[src/design/pzth_pkg.sv]
`default_nettype none
// ----------------------------------------------------------------------------
// pzth_pkg
// Shared types and constants for the power time-in-zone histogram.
// ----------------------------------------------------------------------------
package pzth_pkg;

    localparam int ZONES    = 7;
    localparam int EDGES    = ZONES - 1;
    localparam int ACC_W    = 32;
    localparam int TIME_W   = 25;
    localparam int POWER_W  = 12;
    localparam int FTP_W    = 11;
    localparam int STOP_W   = 8;
    localparam int ZONE_W   = 3;
    localparam int CFG_IDX_W = 2;

    // zone code for a step that is not counted
    localparam logic [ZONE_W-1:0] NO_ZONE = 3'd7;

    // configuration register indexes
    localparam logic [CFG_IDX_W-1:0] CFG_FTP  = 2'd0;
    localparam logic [CFG_IDX_W-1:0] CFG_STOP = 2'd1;

    localparam logic [STOP_W-1:0] STOP_RST = 8'd20;

    // power is scaled by 20, edges are ftp times these (0.55 .. 1.50 of FTP)
    localparam logic [4:0] POWER_SCALE = 5'd20;
    localparam logic [EDGES-1:0][4:0] EDGE_K = {5'd30, 5'd24, 5'd21, 5'd18, 5'd15, 5'd11};

    // accumulator update request
    typedef struct packed {
        logic              clear;
        logic              add;
        logic [ZONE_W-1:0] zone;
        logic [STOP_W-1:0] step;
    } t_acc_upd;

endpackage : pzth_pkg
`default_nettype wire

[src/design/power_zone_time_histogram.sv]
`default_nettype none
// ----------------------------------------------------------------------------
// power_zone_time_histogram
// Time-in-zone histogram of cycling power over seven FTP-relative zones.
// ----------------------------------------------------------------------------
// Usage:
//   Input channel (i_in_valid / o_in_ready) carries one sample word: new-track
//   flag, signed time stamp in seconds (negative = missing) and power in watts.
//   Output channel (o_out_valid / i_out_ready) returns one result word per
//   sample: credited zone (7 = not counted), seven zone totals, overall total
//   and a table-valid flag.
//   Config channel (i_cfg_valid / o_cfg_ready, always ready) writes FTP (index
//   0) and the stop limit (index 1). Write only while the block is idle.
// Pipeline: a sample passes the input register, then the result register,
//   whose valid flag marks the result. Throughput: one sample per cycle
//   while results are taken; the state update of one sample lands in the
//   same edge that loads its result, so the next sample sees it.
// Stall: while the result is held the input register keeps one more sample,
//   then o_in_ready drops until the result is taken.
// Reset: synchronous, active low. FTP = 0, stop limit = 20 s, accumulators
//   cleared, no previous time stamp, both pipeline stages empty.
// ----------------------------------------------------------------------------
module power_zone_time_histogram import pzth_pkg::*; (
    input  wire logic                 i_clk,
    input  wire logic                 i_rst_n,
    // config
    input  wire logic                 i_cfg_valid,
    output logic                      o_cfg_ready,
    input  wire logic [CFG_IDX_W-1:0] i_cfg_index,
    input  wire logic [FTP_W-1:0]     i_cfg_data,
    // samples
    input  wire logic                 i_in_valid,
    output logic                      o_in_ready,
    input  wire logic                 i_new_track,
    input  wire logic [TIME_W-1:0]    i_time_s,
    input  wire logic [POWER_W-1:0]   i_power_w,
    // results
    output logic                      o_out_valid,
    input  wire logic                 i_out_ready,
    output logic      [ZONE_W-1:0]    o_zone_hit,
    output logic      [ACC_W-1:0]     o_zone1_s,
    output logic      [ACC_W-1:0]     o_zone2_s,
    output logic      [ACC_W-1:0]     o_zone3_s,
    output logic      [ACC_W-1:0]     o_zone4_s,
    output logic      [ACC_W-1:0]     o_zone5_s,
    output logic      [ACC_W-1:0]     o_zone6_s,
    output logic      [ACC_W-1:0]     o_zone7_s,
    output logic      [ACC_W-1:0]     o_total_s,
    output logic                      o_table_valid
);

    // configuration
    logic [FTP_W-1:0]  r_ftp;
    logic [STOP_W-1:0] r_stop;

    // input register
    logic               r_in_valid;
    logic               r_in_new_track;
    logic [TIME_W-1:0]  r_in_time;
    logic [POWER_W-1:0] r_in_power;

    // previous time stamp, all ones = none
    logic [TIME_W-1:0]  r_prev;
    logic [TIME_W-1:0]  n_prev;

    // result register
    logic               r_out_valid;
    logic [ZONE_W-1:0]  r_zone_hit;
    logic [ZONE_W-1:0]  n_zone_hit;

    logic               w_move;
    logic               w_time_ok;
    logic               w_prev_ok;
    logic [TIME_W-1:0]  w_diff;
    logic               w_step_ok;
    logic               w_count;
    logic [ZONE_W-1:0]  w_zone;
    t_acc_upd           w_upd;
    logic [ZONES-1:0][ACC_W-1:0] w_zone_s;

    // the input stage hands over when the result slot is free or being emptied
    assign w_move      = r_in_valid && (!r_out_valid || i_out_ready);
    assign o_in_ready  = !r_in_valid || w_move;
    assign o_cfg_ready = 1'b1;

    always_ff @(posedge i_clk) begin
        if (!i_rst_n) begin
            r_ftp  <= '0;
            r_stop <= STOP_RST;
        end else if (i_cfg_valid) begin
            case (i_cfg_index)
                CFG_FTP:  r_ftp  <= i_cfg_data;
                CFG_STOP: r_stop <= i_cfg_data[STOP_W-1:0];
                default:  ;
            endcase
        end
    end

    always_ff @(posedge i_clk) begin
        if (!i_rst_n) begin
            r_in_valid <= 1'b0;
        end else if (o_in_ready) begin
            r_in_valid <= i_in_valid;
        end
        if (i_in_valid && o_in_ready) begin
            r_in_new_track <= i_new_track;
            r_in_time      <= i_time_s;
            r_in_power     <= i_power_w;
        end
    end

    // step qualification: both stamps valid, no new track, FTP nonzero, 1 <= step <= stop limit
    assign w_time_ok = !r_in_time[TIME_W-1];
    assign w_prev_ok = !r_prev[TIME_W-1] && !r_in_new_track;
    assign w_diff    = r_in_time - r_prev;
    assign w_step_ok = !w_diff[TIME_W-1] && (w_diff != '0)
                       && (w_diff[TIME_W-2:0] <= (TIME_W-1)'(r_stop));
    assign w_count   = w_time_ok && w_prev_ok && (r_ftp != '0) && w_step_ok;

    pzth_zone_sel u_zone_sel (
        .i_power_w   (r_in_power),
        .i_ftp_watts (r_ftp),
        .o_zone      (w_zone)
    );

    assign w_upd.clear = w_move && r_in_new_track;
    assign w_upd.add   = w_move && w_count;
    assign w_upd.zone  = w_zone;
    assign w_upd.step  = w_diff[STOP_W-1:0];

    pzth_accum u_accum (
        .i_clk     (i_clk),
        .i_rst_n   (i_rst_n),
        .i_upd     (w_upd),
        .o_zone_s  (w_zone_s),
        .o_total_s (o_total_s)
    );

    assign n_prev     = w_time_ok ? r_in_time : '1;
    assign n_zone_hit = w_count ? w_zone : NO_ZONE;

    always_ff @(posedge i_clk) begin
        if (!i_rst_n) begin
            r_prev      <= '1;
            r_out_valid <= 1'b0;
        end else begin
            if (w_move) begin
                r_prev <= n_prev;
            end
            if (w_move) begin
                r_out_valid <= 1'b1;
            end else if (i_out_ready) begin
                r_out_valid <= 1'b0;
            end
        end
        if (w_move) begin
            r_zone_hit <= n_zone_hit;
        end
    end

    // accumulators only change on a hand-over, so they track the held result
    assign o_out_valid   = r_out_valid;
    assign o_zone_hit    = r_zone_hit;
    assign o_zone1_s     = w_zone_s[0];
    assign o_zone2_s     = w_zone_s[1];
    assign o_zone3_s     = w_zone_s[2];
    assign o_zone4_s     = w_zone_s[3];
    assign o_zone5_s     = w_zone_s[4];
    assign o_zone6_s     = w_zone_s[5];
    assign o_zone7_s     = w_zone_s[6];
    assign o_table_valid = (o_total_s != '0);

    // a credited zone means some time has been counted
    a_hit_implies_total: assert property (@(posedge i_clk) disable iff (!i_rst_n)
        (r_out_valid && r_zone_hit != NO_ZONE) |-> o_table_valid)
        else $error("zone credited with zero total");

    // FTP of zero never credits a zone
    a_ftp_zero_no_hit: assert property (@(posedge i_clk) disable iff (!i_rst_n)
        (w_move && r_ftp == '0) |=> (r_zone_hit == NO_ZONE))
        else $error("zone credited with FTP zero");

    // accumulators hold while no hand-over happens
    a_total_hold: assert property (@(posedge i_clk) disable iff (!i_rst_n)
        (!w_move) |=> $stable(o_total_s))
        else $error("total changed without a hand-over");

    // new track leaves the first sample uncounted
    a_new_track_clear: assert property (@(posedge i_clk) disable iff (!i_rst_n)
        (w_move && r_in_new_track) |=> (o_total_s == '0 && r_zone_hit == NO_ZONE))
        else $error("new track did not clear state");

endmodule : power_zone_time_histogram
`default_nettype wire

[src/design/pzth_zone_sel.sv]
`default_nettype none
// ----------------------------------------------------------------------------
// pzth_zone_sel
// Six parallel edge comparators picking the power zone for one sample.
// ----------------------------------------------------------------------------
module pzth_zone_sel import pzth_pkg::*; (
    input  wire logic [POWER_W-1:0] i_power_w,
    input  wire logic [FTP_W-1:0]   i_ftp_watts,
    output logic      [ZONE_W-1:0]  o_zone
);

    logic [16:0] w_p20;
    logic [15:0] w_edge [EDGES];

    assign w_p20 = 17'(i_power_w) * 17'(POWER_SCALE);

    always_comb begin
        o_zone = '0;
        for (int k = 0; k < EDGES; k++) begin
            w_edge[k] = 16'(16'(i_ftp_watts) * 16'(EDGE_K[k]));
            // edges rise with k, so the last one met wins
            if (w_p20 >= 17'(w_edge[k])) begin
                o_zone = ZONE_W'(k + 1);
            end
        end
    end

endmodule : pzth_zone_sel
`default_nettype wire

[src/design/pzth_accum.sv]
`default_nettype none
// ----------------------------------------------------------------------------
// pzth_accum
// Seven saturating zone accumulators and a saturating total.
// ----------------------------------------------------------------------------
module pzth_accum import pzth_pkg::*; (
    input  wire logic                        i_clk,
    input  wire logic                        i_rst_n,
    input  wire t_acc_upd                    i_upd,
    output logic      [ZONES-1:0][ACC_W-1:0] o_zone_s,
    output logic      [ACC_W-1:0]            o_total_s
);

    logic [ACC_W-1:0] r_zone [ZONES];
    logic [ACC_W-1:0] n_zone [ZONES];
    logic [ACC_W-1:0] r_total;
    logic [ACC_W-1:0] n_total;

    function automatic logic [ACC_W-1:0] sat_add(input logic [ACC_W-1:0] a,
                                                 input logic [STOP_W-1:0] b);
        logic [ACC_W:0] s;
        s = {1'b0, a} + (ACC_W+1)'(b);
        return s[ACC_W] ? '1 : s[ACC_W-1:0];
    endfunction

    always_comb begin
        n_total = r_total;
        for (int k = 0; k < ZONES; k++) begin
            n_zone[k] = r_zone[k];
            if (i_upd.clear) begin
                n_zone[k] = '0;
            end else if (i_upd.add && i_upd.zone == ZONE_W'(k)) begin
                n_zone[k] = sat_add(r_zone[k], i_upd.step);
            end
        end
        if (i_upd.clear) begin
            n_total = '0;
        end else if (i_upd.add) begin
            n_total = sat_add(r_total, i_upd.step);
        end
    end

    always_ff @(posedge i_clk) begin
        if (!i_rst_n) begin
            r_total <= '0;
            for (int k = 0; k < ZONES; k++) begin
                r_zone[k] <= '0;
            end
        end else begin
            r_total <= n_total;
            for (int k = 0; k < ZONES; k++) begin
                r_zone[k] <= n_zone[k];
            end
        end
    end

    always_comb begin
        for (int k = 0; k < ZONES; k++) begin
            o_zone_s[k] = r_zone[k];
        end
    end

    assign o_total_s = r_total;

endmodule : pzth_accum
`default_nettype wire

[config.mk]
export PLATFORM = sky130hd
export DESIGN_NAME = power_zone_time_histogram
export DESIGN_NICKNAME = d
export VERILOG_FILES = /design/src/design/pzth_pkg.sv /design/src/design/power_zone_time_histogram.sv /design/src/design/pzth_zone_sel.sv /design/src/design/pzth_accum.sv
export SDC_FILE = /design/constraint.sdc
export NUM_CORES = 1
export LEC_CHECK = 0
export ABC_AREA = 0
export BUFFER_PORTS_ARGS = -buffer_cell sky130_fd_sc_hd__buf_2
export CELL_PAD_IN_SITES_DETAIL_PLACEMENT = 1
export CELL_PAD_IN_SITES_GLOBAL_PLACEMENT = 1
export CORE_MARGIN = 3
export CORE_UTILIZATION = 49
export CTS_CLUSTER_SIZE = 16
export DETAILED_ROUTE_END_ITERATION = 10
export MAX_ROUTING_LAYER = met4
export PLACE_DENSITY_LB_ADDON = 0.1
export SLEW_MARGIN = 20
export SYNTH_ARGS = -nofsm -noshare
export SYNTH_HDL_FRONTEND = slang
export SYNTH_HIERARCHICAL = 1
export SYNTH_SLANG_ARGS = --single-unit
[constraint.sdc]
create_clock -name i_clk -period 12.7 [get_ports i_clk]
set_input_delay 0 -clock i_clk [delete_from_list [all_inputs] [get_ports i_clk]]
set_output_delay 0 -clock i_clk [all_outputs]
set_load 0.01 [all_outputs]
==> results.toml <==
[setup_path]
setup.worst_path.start = "r_ftp[1]$_SDFFE_PN0P_"
start_kind = "register"
critPathMostFrequentCell = "a21oi_1"
cp_num_cells = 26
slowest_stage = "and4b_1"
rrSetupSlack_ps = 4300
worstSetupPathType = "register to register"
path_buf_inv = 2
crit_end = "u_accum/r_zone[3][31]$_SDFFE_PP0P_"
worstReg2RegStart = "r_ftp[1]$_SDFFE_PN0P_"
rr_endpoint = "u_accum/r_zone[3][31]$_SDFFE_PP0P_"
cp_data_arrival_time_ps = 8890
end_kind = "register"
slowest_delay_ps = 750
critPathMaxFanout = 15
critPathTopFamily = "simple AND/OR/NAND/NOR gates"
cp.required_ps = 13200
ff2ff_path_depth = 26

[sta]
tightest_slew_ps = 1118
maxSlewHeadroom_pct = 25.16
fmax_mhz = 119.1
fin_tns_setup_ps = 0
hold_violations = 0
rsz0062_at_grt = "false"
period_needed_ps = 8397
slew_violations = 0
setup_viol = 0
setup_slack_ps = 4303
skew_ps = 19.01
min_period_over_period_pct = 66.12

[synth]
async_flop_share_pct = 0
synth_ff_type = "dfxtp_1"
ys_ff_latch = 343
yosysSeqAreaShare_pct = 29.01
synthTopCellsByCount = "dfxtp_1, ha_1, a21oi_1"
synth_area_sq_um = 25080
syn_area_per_cell_sq_um = 8.755
yosys_warnings = 6
synth_largest_area_cell = "dfxtp_1"
synth_edf_count = 41
ys_top_cells_by_area = "dfxtp_1, ha_1, a21oi_1, edfxtp_1, xnor2_1"
synth_top_area_share_pct = 24.10
synth_most_common_cell = "dfxtp_1"
ys_types = 112
mappedNetlistNets = 3249
synthCells = 2865

[drt]
drt_iter0_markers = 1280
route.detailed.drc = 0
routed_wl_um = 89170
dr_wl_met2_um = 42910
wl_met3_um = 5216
post_drt_wl_per_cell_um = 22.76
ant_nets = 0
firstDrtPassIters = 7
top_layer = "met4"
wl_met1_um = 37700
num_vias = 24720
avgViaCountPerCell = 6.310

[floorplanning]
rows = 82
core_sq_um = 50380
start_util_pct = 49.79
io_pins = 319
die_h_um = 232.3
dieArea_sq_um = 53940
dieWidth_um = 232.3

[global_routing]
grt_pass1_wl_um = 139900
grt_pass1_vias = 25690
grt_max_degree = 69
antenna_found_initial = 0
grtUsageTotal_pct = 32.87
overflow = 0

[clocking]
post_cts_buffers = 0
cts_root_buf = "clkbuf_16"
cts_tree = "built"
clkLatencyLatePin_ps = 590
cts.sinks = 343
clk_pin_slew_ps = 60
cts_buffer_depth = 3
htree_levels = 2
numCtsBuffers = 42
cts_resized = 0

[power]
power_density_nw_per_um2 = 105.8
clockPowerShare_pct = 40.5
p_sw_share_pct = 31.90
ir_drop_uv = 85.71
p_leak_nw = 12.98
combPwrFrac_pct = 23.2
p_sw_uw = 991.7
share_seq_of_total_power_pct = 36.3
internal_power_mw = 2.117

[place]
place_ws_ps = 4452
dp_hpwl_um = 63600
portBuffers = 317
place_congestion = 0.8821

[outcome]
status = "finished clean"

[final_layout]
antennaDiodeCount = 0
synthToLayoutAreaGrowth_pct = 17.15
nets = 3597
layout-drive-gt1-share_pct = 15.59

[job]
maxCapViolations = 0

[worst_hold_path]
hold_class = "input port to register"
-- cells by family (layout without fill, tap and decap cells) --
kind of cell | Yosys count | in the layout | synth area share, %
and+or+nand+nor | 883 | 883 | 19.34
adders and majority gates | 328 | 328 | 17.77
buffers and inverters | 268 | 649 | 4.230
DFF | 343 | 343 | 29.01
muxes | 30 | 30 | 1.202
xor gates and xnor gates | 178 | 178 | 6.215
other | 1 | 1 | 0.01495
AOI/OAI and AO/OA | 834 | 834 | 22.22
-- state kept, by name, summed over array words and instances, names as in the netlist --
register and count:
r_prev 25, o_out_valid 1, o_zone_hit 3, r_ftp 11, u_accum/o_total_s 32, r_in_power 12, r_in_time 25, r_stop 8
r_in_valid 1, u_accum/r_zone 224, r_in_new_track 1
-- worst min path at each step --
stage                         startpoint                        to  slack (ps)  depth (start not counted)
after floorplan              i_new_track  r_in_new_track$_DFFE_PP_         100                          0
after global placement      i_time_s[16]   r_in_time[16]$_DFFE_PP_         180                          1
after CTS                 i_cfg_index[1]     r_ftp[6]$_SDFFE_PN0P_          20                          5
final                     i_cfg_index[1]     r_ftp[6]$_SDFFE_PN0P_          60                          5
after global routing      i_cfg_index[0]     r_ftp[5]$_SDFFE_PN0P_          70                          5
after detailed placement    i_time_s[23]   r_in_time[23]$_DFFE_PP_         180                          1
-- what timing repair did --
item / in CTS / in global routing
hold endpoints to repair: 59 / 0
hold buffers: 61 / 0
endpoints found under the setup margin: 0 / 0
-- power groups by stage --
stage,registers (mW),logic (mW),clock network (mW)
after global placement,1.15,0.636,0
after detailed placement,1.15,0.675,0
after floorplan,1.15,0.463,0
final,1.13,0.722,1.26
after global routing,1.13,0.787,1.32
after CTS,1.13,0.698,1.28
-- cells in the final DEF (no fill, tap or decap), types with 26 or more instances in the layout --
cell / instances
o221a_2: 32
clkbuf_16: 42
dlygate4sd3_1: 61
mux2i_1: 29
inv_1: 171
a31oi_1: 52
and4_1: 35
and3_1: 48
a211oi_1: 53
fa_1: 47
edfxtp_1: 41
nor2b_1: 45
o21ai_0: 133
o211ai_1: 46
nor2_1: 154
nand2_1: 155
ha_1: 281
nand4_1: 61
nand2b_1: 26
xnor2_1: 106
nand3_1: 101
nor4_1: 34
xor2_1: 67
dfxtp_1: 302
a21oi_1: 267
a21o_1: 59
nor3_1: 93
buf_2: 317
a311oi_1: 27
-- final cells by class --
cell class	instances	area, sq um
clock inverters	21	259.0
well taps	672	840.8
multi-input cells	2254	16840
clock buffers	56	1164
fillers	5987	20990
flip-flops and latches	343	7277
repair buffers	400	2362
inverters	172	645.6
-- through the flow --
stage	hold slack, ps	utilization (%)	area, sq um	total power [mW]	cells
3_5_place_dp	178.4	54.29	27350	1.825	3780
6_report	55.68	58.33	29380	3.109	3918
4_1_cts	17.31	58.33	29380	3.103	3918
3_3_place_gp	176.7	54.27	27340	1.785	3780
2_1_floorplan	98.87	-	25080	1.608	2865
5_1_grt	68.35	58.33	29380	3.236	3918
-- worst reg2reg max path, stage by stage (launching register included) --
cell      delay (ps)
dfxtp_1          620
inv_1            260
fa_1             550
fa_1             520
inv_1             40
ha_1             340
o21ai_0          230
nor2_1           100
o21a_1           180
nor2_1           180
o21bai_1          90
a21oi_1          180
xor2_1           120
ha_1             220
or4_1            490
a21oi_1          150
o21ai_0          120
a311o_1          360
o221ai_1         260
a21oi_1          140
or3_1            640
and4b_1          760
o21ai_1          270
nor4_1           400
nand3_1          540
and4_1           430
nor3_1           140
-- routing by layer --
layer | global-route usage (%) | vias up
li1 | - | 11410
met1 | 39.98 | 12360
met2 | 54.93 | 729
met3 | 5.459 | 222
met4 | 11.93 | 0
met5 | - | -
(Power assumes the default switching activity.)
